### config.mk
export PLATFORM = sky130hd
export DESIGN_NAME = char_class_set_builder
export DESIGN_NICKNAME = d
export VERILOG_FILES = /design/src/rtl/core/ccsb_pkg.sv /design/src/rtl/core/char_class_set_builder.sv
export SDC_FILE = /design/constraint.sdc
export NUM_CORES = 2
export LEC_CHECK = 0
export ABC_AREA = 1
export ABC_CLOCK_PERIOD_IN_PS = 12570
export BUFFER_PORTS_ARGS = -buffer_cell sky130_fd_sc_hd__buf_2
export CAP_MARGIN = 10
export CORE_ASPECT_RATIO = 0.9
export CORE_MARGIN = 5
export CORE_UTILIZATION = 35
export DETAILED_ROUTE_END_ITERATION = 16
export PLACE_DENSITY_LB_ADDON = 0.3
export SETUP_SLACK_MARGIN = 0.3
export SLEW_MARGIN = 20
export SYNTH_ARGS = -nofsm -noshare
export SYNTH_HDL_FRONTEND = slang
export SYNTH_SLANG_ARGS = --single-unit
### constraint.sdc
create_clock -name clk -period 12.57 [get_ports clk]
set_input_delay 1.257 -clock clk [delete_from_list [all_inputs] [get_ports clk]]
set_output_delay 1.257 -clock clk [all_outputs]
set_load 0.005 [all_outputs]
### src/rtl/core/ccsb_pkg.sv
// ----------------------------------------------------------------------------
// ccsb_pkg
// Shared types and constants of the character-class set builder.
// ----------------------------------------------------------------------------
package ccsb_pkg;

  // Default alphabet size; the legal range is 64 to 256.
  localparam int ALPHABET_SIZE_DEF = 256;

  // Bitmap geometry: up to four 64-bit words.
  localparam int WORD_BITS = 64;
  localparam int MAX_WORDS = 4;
  localparam int WIDX_W    = 2;
  localparam int CHAR_W    = 8;
  localparam int COUNT_W   = 9;

  // Stream widths.
  localparam int IN_TDATA_W  = 8;
  localparam int IN_TUSER_W  = 2;
  localparam int OUT_TDATA_W = 80;
  localparam int OUT_TUSER_W = 1;

  // Token kinds carried on the input tuser.
  typedef enum logic [1:0] {
    TOK_LETTER  = 2'd0,
    TOK_MINUS   = 2'd1,
    TOK_BRACKET = 2'd2,
    TOK_OTHER   = 2'd3
  } token_kind_t;

  // Result status carried on the output tuser.
  localparam logic STATUS_CLASS = 1'b0;
  localparam logic STATUS_ERROR = 1'b1;

endpackage

### src/rtl/core/char_class_set_builder.sv
// ----------------------------------------------------------------------------
// char_class_set_builder
// Builds the membership bitmap of a regex bracket expression from its tokens
// and emits it as 64-bit words with the member count, or one error result.
// ----------------------------------------------------------------------------
//
// Channel  | Dir | Signals                      | Contents
// ---------+-----+------------------------------+-------------------------------
// s_*      | in  | s_tvalid s_tready s_tdata    | tdata: token_char;
//          |     | s_tuser                      | tuser: token_kind
// m_*      | out | m_tvalid m_tready m_tdata    | tdata: word_index, member_mask,
//          |     | m_tuser m_tlast              | char_count; tuser: status;
//          |     |                              | tlast: last
//
// A letter or a minus is taken in the idle state. A range end is taken there,
// then the shared word mask unit sets each 64-character word the range touches
// (one to four) in turn. A closing bracket starts a pass in which the same unit
// counts the members of each word, then the words are loaded one by one. An
// error loads its result afterwards; output stalls delay only these loads.
// Synchronous reset clears the bitmap and waits for a first letter.
// ----------------------------------------------------------------------------
module char_class_set_builder #(
  parameter int ALPHABET_SIZE = ccsb_pkg::ALPHABET_SIZE_DEF
) (
  input  logic                             clk,
  input  logic                             rst,
  // Input token stream.
  input  logic                             s_tvalid,
  output logic                             s_tready,
  input  logic [ccsb_pkg::IN_TDATA_W-1:0]  s_tdata,   // [7:0] token_char
  input  logic [ccsb_pkg::IN_TUSER_W-1:0]  s_tuser,   // [1:0] token_kind
  // Result stream.
  output logic                             m_tvalid,
  input  logic                             m_tready,
  output logic [ccsb_pkg::OUT_TDATA_W-1:0] m_tdata,   // [1:0] word_index,
                                                      // [65:2] member_mask,
                                                      // [74:66] char_count,
                                                      // [79:75] zero
  output logic [ccsb_pkg::OUT_TUSER_W-1:0] m_tuser,   // [0] status
  output logic                             m_tlast
);
  import ccsb_pkg::*;

  // Number of bitmap words that are emitted, and the index of the final one.
  localparam int NUM_WORDS = (ALPHABET_SIZE + WORD_BITS - 1) / WORD_BITS;
  localparam logic [WIDX_W-1:0]  LAST_W = WIDX_W'(NUM_WORDS - 1);
  localparam logic [CHAR_W:0]    ALPHA  = (CHAR_W + 1)'(ALPHABET_SIZE);
  localparam logic [WORD_BITS-1:0] ONES = '1;

  typedef enum logic [2:0] {
    S_IDLE,
    S_RANGE,
    S_COUNT,
    S_EMIT,
    S_ERR
  } state_t;

  // Parser phase; the unused code falls to the first-letter behavior.
  typedef enum logic [1:0] {
    PH_FIRST = 2'd0,
    PH_BODY  = 2'd1,
    PH_MINUS = 2'd2
  } phase_t;

  state_t               state;
  phase_t               phase;
  logic [WORD_BITS-1:0] bitmap [MAX_WORDS];
  logic [CHAR_W-1:0]    prev_letter;
  logic [CHAR_W-1:0]    range_end;
  logic                 range_allowed;
  logic [WIDX_W-1:0]    wcnt;
  logic [COUNT_W-1:0]   total;

  token_kind_t          kind;
  logic [CHAR_W-1:0]    tok_char;
  logic                 out_of_alpha;
  logic                 tok_error;
  logic                 out_free;
  logic                 out_load;
  logic [WORD_BITS-1:0] cur_word;
  logic [WORD_BITS-1:0] range_mask;
  logic [6:0]           word_pop;

  // Population count as two levels: byte counts, then their sum.
  function automatic logic [6:0] popcount64(input logic [WORD_BITS-1:0] v);
    logic [3:0] byte_cnt [8];
    logic [6:0] sum;
    for (int b = 0; b < 8; b++) begin
      byte_cnt[b] = '0;
      for (int k = 0; k < 8; k++) begin
        byte_cnt[b] = byte_cnt[b] + 4'(v[b*8+k]);
      end
    end
    sum = '0;
    for (int b = 0; b < 8; b++) begin
      sum = sum + 7'(byte_cnt[b]);
    end
    return sum;
  endfunction

  assign kind         = token_kind_t'(s_tuser);
  assign tok_char     = s_tdata[CHAR_W-1:0];
  assign out_of_alpha = {1'b0, tok_char} >= ALPHA;
  assign out_free     = !m_tvalid || m_tready;
  // A result word is loaded into the output register in this cycle.
  assign out_load     = out_free && ((state == S_EMIT) || (state == S_ERR));
  assign s_tready     = (state == S_IDLE);

  // Syntax check of the current token against the parser phase.
  always_comb begin
    case (phase)
      PH_BODY: begin
        tok_error = (kind == TOK_OTHER) ||
                    ((kind == TOK_LETTER) && out_of_alpha) ||
                    ((kind == TOK_MINUS) && !range_allowed);
      end
      PH_MINUS: begin
        tok_error = (kind != TOK_LETTER) || out_of_alpha ||
                    (prev_letter > tok_char);
      end
      default: begin
        tok_error = (kind != TOK_LETTER) || out_of_alpha;
      end
    endcase
  end

  // Shared word unit: the selected word, its range mask and its member count.
  assign cur_word   = bitmap[wcnt];
  assign range_mask = ((wcnt == prev_letter[7:6]) ? (ONES << prev_letter[5:0]) : ONES) &
                      ((wcnt == range_end[7:6]) ? (ONES >> (~range_end[5:0])) : ONES);
  assign word_pop   = popcount64(cur_word);

  always_ff @(posedge clk) begin
    if (rst) begin
      state         <= S_IDLE;
      phase         <= PH_FIRST;
      bitmap        <= '{default: '0};
      prev_letter   <= '0;
      range_end     <= '0;
      range_allowed <= 1'b0;
      wcnt          <= '0;
      total         <= '0;
      m_tvalid      <= 1'b0;
      m_tdata       <= '0;
      m_tuser       <= '0;
      m_tlast       <= 1'b0;
    end else begin
      if (out_load) begin
        m_tvalid <= 1'b1;
      end else if (m_tready) begin
        m_tvalid <= 1'b0;
      end
      case (state)
        S_IDLE: begin
          if (s_tvalid) begin
            if (tok_error) begin
              bitmap        <= '{default: '0};
              prev_letter   <= '0;
              range_allowed <= 1'b0;
              phase         <= PH_FIRST;
              state         <= S_ERR;
            end else begin
              case (phase)
                PH_BODY: begin
                  case (kind)
                    TOK_LETTER: begin
                      bitmap[tok_char[7:6]][tok_char[5:0]] <= 1'b1;
                      prev_letter   <= tok_char;
                      range_allowed <= 1'b1;
                    end
                    TOK_MINUS: begin
                      phase <= PH_MINUS;
                    end
                    default: begin
                      // Closing bracket: count members, then emit.
                      wcnt  <= '0;
                      total <= '0;
                      state <= S_COUNT;
                    end
                  endcase
                end
                PH_MINUS: begin
                  range_end     <= tok_char;
                  wcnt          <= prev_letter[7:6];
                  range_allowed <= 1'b0;
                  phase         <= PH_BODY;
                  state         <= S_RANGE;
                end
                default: begin
                  bitmap[tok_char[7:6]][tok_char[5:0]] <= 1'b1;
                  prev_letter   <= tok_char;
                  range_allowed <= 1'b1;
                  phase         <= PH_BODY;
                end
              endcase
            end
          end
        end
        S_RANGE: begin
          bitmap[wcnt] <= cur_word | range_mask;
          if (wcnt == range_end[7:6]) begin
            state <= S_IDLE;
          end else begin
            wcnt <= wcnt + 1'b1;
          end
        end
        S_COUNT: begin
          total <= total + COUNT_W'(word_pop);
          if (wcnt == LAST_W) begin
            wcnt  <= '0;
            state <= S_EMIT;
          end else begin
            wcnt <= wcnt + 1'b1;
          end
        end
        S_EMIT: begin
          if (out_free) begin
            m_tuser  <= STATUS_CLASS;
            m_tdata  <= {5'd0, total, cur_word, wcnt};
            m_tlast  <= (wcnt == LAST_W);
            if (wcnt == LAST_W) begin
              bitmap        <= '{default: '0};
              prev_letter   <= '0;
              range_allowed <= 1'b0;
              phase         <= PH_FIRST;
              wcnt          <= '0;
              state         <= S_IDLE;
            end else begin
              wcnt <= wcnt + 1'b1;
            end
          end
        end
        S_ERR: begin
          if (out_free) begin
            m_tuser  <= STATUS_ERROR;
            m_tdata  <= '0;
            m_tlast  <= 1'b1;
            state    <= S_IDLE;
          end
        end
        default: begin
          state <= S_IDLE;
        end
      endcase
    end
  end

  // An error result carries an empty payload and closes the expression.
  a_err_payload: assert property (@(posedge clk) disable iff (rst)
    (m_tvalid && m_tuser == STATUS_ERROR) |-> (m_tdata == '0 && m_tlast))
    else $error("error result with nonzero payload or without last");

  // The final class word is the last slice of the alphabet.
  a_last_word: assert property (@(posedge clk) disable iff (rst)
    (m_tvalid && m_tuser == STATUS_CLASS && m_tlast) |-> (m_tdata[1:0] == LAST_W))
    else $error("last class word has wrong word index");

  // The member count cannot exceed the alphabet.
  a_count_bound: assert property (@(posedge clk) disable iff (rst)
    m_tvalid |-> ({1'b0, m_tdata[74:66]} <= {1'b0, ALPHA}))
    else $error("member count exceeds alphabet size");

  // A range sweep never walks past the word that holds its end.
  a_range_sweep: assert property (@(posedge clk) disable iff (rst)
    (state == S_RANGE) |-> (wcnt <= range_end[7:6] && wcnt >= prev_letter[7:6]))
    else $error("range sweep outside its words");

  // A closing bracket inside the body starts the count pass.
  a_bracket_count: assert property (@(posedge clk) disable iff (rst)
    (s_tvalid && s_tready && phase == PH_BODY && kind == TOK_BRACKET)
      |=> (state == S_COUNT && wcnt == '0 && total == '0))
    else $error("closing bracket did not start the count pass");

endmodule
==> run_results.csv <==
group,metric,value,unit
setup_path,startpoint_type,"flop",
synth,synth_top_area_frac,0.263,
timing,tightest_slew,1.26,ns
setup_path,setup.worst_path.end_class,"flop",
clock_network,ctsHoldBuffers,0,
clock_network,clk_latency,0.60,ns
route,antenna_left,0,
min_path,hold_class,"flop to flop",
run,maxCapViolCount,0,
synth,synthArstFlopShare,0,
synth,yosys_warnings,0,
timing,rsz0062_at_grt,"no",
die,die-area,85400,sq um
setup_path,endpoint,"total[6]",
setup_path,cp_max_fo,33,
route,dr.pass1.iters,6,
setup_path,worstSetupPathType,"flop to flop",
setup_path,r2r_slack,4.16,ns
place,gp_congestion,1.03,
synth,yosysUniqueCellTypes,48,
route,vias_per_cell,5.49,
clock_network,clk_pin_slew,0.06,ns
place,hpwl,72300,microns
setup_path,crit_start,"wcnt[1]",
synth,syn_avg_cell_area,5.83,sq um
synth,netlist_area,27900,sq um
final_layout,final_common_cell,"nand2_1",
clock_network,postCtsResizedCells,0,
final_layout,fill_cells,8650,
timing,fin_skew,0.0239,ns
setup_path,cp_common_cell,"fa_1",
final_layout,syn2layout_area_growth,8.44,%
timing,finalCritPeriodShare,0.669,
die,coreArea,79200,sq um
timing,max_freq,119,MHz
clock_network,clock_sinks,367,
setup_path,r2r_start,"wcnt[1]",
place,io_buffers,92,
synth,synth-edff-count,0,
timing,relSlewSlack,0.155,
synth,synth.ff_latch_count,367,
setup_path,reg2regPathDepth,29,
route,drc_errors,0,
setup_path,cpPeakStageDelay,0.58,ns
clock_network,cts_tree,"built",
synth,syn_inst,4780,
setup_path,cpMaxStageDelayCell,"fa_1",
grt,grt_pass1_wl,173000,microns
grt,grt_max_degree,235,
timing,hold_violations,0,
setup_path,required,13.02,ns
route,wl,113000,microns
synth,synth.yosys.seq_area_share,0.263,
timing,fin_tns_setup,0,ns
route,vias,31300,
synth,synth_top_area_cell,"dfxtp_1",
final_layout,final_cell_mix,"nand2_1, nor2_1, o21ai_0",
die,io_pins,98,
clock_network,htree_levels,2,
route,drt-initial-drc-count,3932,
final_layout,drive_above_1_share,0.0604,
clock_network,cts_setup_buffers,0,
die,die_h,278,microns
grt,grt_pass1_vias,28000,
die,fp-row-count,98,
synth,ys_top_cells_by_area,"dfxtp_1, nand2_1, nor2_1, o21ai_0, nand3_1",
setup_path,arrival,8.85,ns
synth,synth_top_flop_cell,"dfxtp_1",
clock_network,numCtsBuffers,47,
clock_network,cts.path.max_buffers,3,
final_layout,fin_nets,4731,
setup_path,timing.rr.end,"total[6]",
grt,grt_usage,0.254,
route,routedWlPerCell,19.9,microns
clock_network,cts_root_buf,"clkbuf_16",
timing,slew_viol_final,0,
grt,antenna_found_initial,2,
timing,final-setup-viol-count,0,
run_status,outcome,"completed",
timing,fin_crit,8.41,ns
die,start_util,0.352,
die,die_width,308,microns
grt,grt_overflow,0,
flip-flops by register name, summed over array words and instances (netlist names):
| signal | cells |
|---|---|
| bitmap | 256 |
| m_tdata | 75 |
| total | 9 |
| prev_letter | 8 |
| range_end | 8 |
| state | 3 |
| phase | 2 |
| wcnt | 2 |
| m_tlast | 1 |
| m_tuser | 1 |
| m_tvalid | 1 |
| range_allowed | 1 |
cell type report:
cell class	count	area, sq um	area share
Timing Repair Buffer	138	833	0.0276
Inverter	427	1620	0.0536
Antenna cell	1	2.50	0.0000828
Clock buffer	68	1400	0.0463
Multi-Input combinational cell	3640	17500	0.580
Tap cell	1050	1310	0.0434
Sequential cell	367	7350	0.243
Clock inverter	15	175	0.00579
per-layer routing:
| metal | routed length, microns | share of wire | GRT usage |
|---|---|---|---|
| met1 | 48900 | 0.43 | 0.359 |
| met2 | 48200 | 0.42 | 0.384 |
| met3 | 11500 | 0.10 | 0.0476 |
| met4 | 4890 | 0.043 | 0.0939 |
| met5 | 13 | 0.00011 | 0 |
critical path: cells and delay by family (launching register included):
family | cells | cell delay [ns]
adder cells (fa/ha/maj) | 10 | 4.82
flip-flops | 1 | 0.50
AO/OA/AOI/OAI | 4 | 0.39
buffers and inverters | 8 | 1.68
AND/OR/NAND/NOR | 7 | 0.80
logic make-up (layout without fill, tap and decap cells):
family          count (synthesis)  in the layout  synth area share
compound gates               1028           1028             0.204
xor+xnor                        7              7           0.00220
fa+ha+maj                      96             96            0.0582
buf+inv                       777            648             0.114
flops                         367            367             0.263
other cells                     1              6          0.000134
simple gates                 2504           2504             0.358
stage by stage:
stage	utilization	setup slack [ns]	hold slack (ns)	instance area [sq um]	cells
after floorplan	-	5.36	0.452	27900	4784
after global placement	0.362	4.31	0.446	28700	5622
after detailed placement	0.362	4.22	0.452	28700	5622
after CTS	0.382	4.20	0.461	30200	5705
after global routing	0.382	3.80	0.476	30200	5705
final	0.382	4.16	0.461	30200	5706
cells in the mapped netlist (7+ instances only):
cell	instances
o21ai_0	453
nor2_1	611
nor3_1	21
fa_1	56
nand3_1	381
buf_2	113
a21boi_1	12
a22oi_1	9
o21ai_1	7
o211ai_1	148
a21oi_1	366
inv_1	414
dfxtp_1	367
a21oi_2	7
clkbuf_1	179
buf_1	32
buf_4	18
nand2_1	1471
inv_2	12
ha_1	40
worst min-delay path by stage:
stage	endpoint	start	slack, ns	depth (start not counted)
global route	m_tdata[2]	m_tdata[2]	0.48	2
finish	m_tdata[33]	m_tdata[33]	0.46	2
floorplan	range_allowed	range_allowed	0.45	2
global placement	m_tdata[4]	m_tdata[4]	0.45	2
detailed placement	m_tdata[27]	m_tdata[27]	0.45	2
CTS	m_tdata[61]	m_tdata[61]	0.46	2
Power is left out: the tool's default activity adds up to more than one toggle a clock period on the data nets, which glitch-free logic cannot reach.
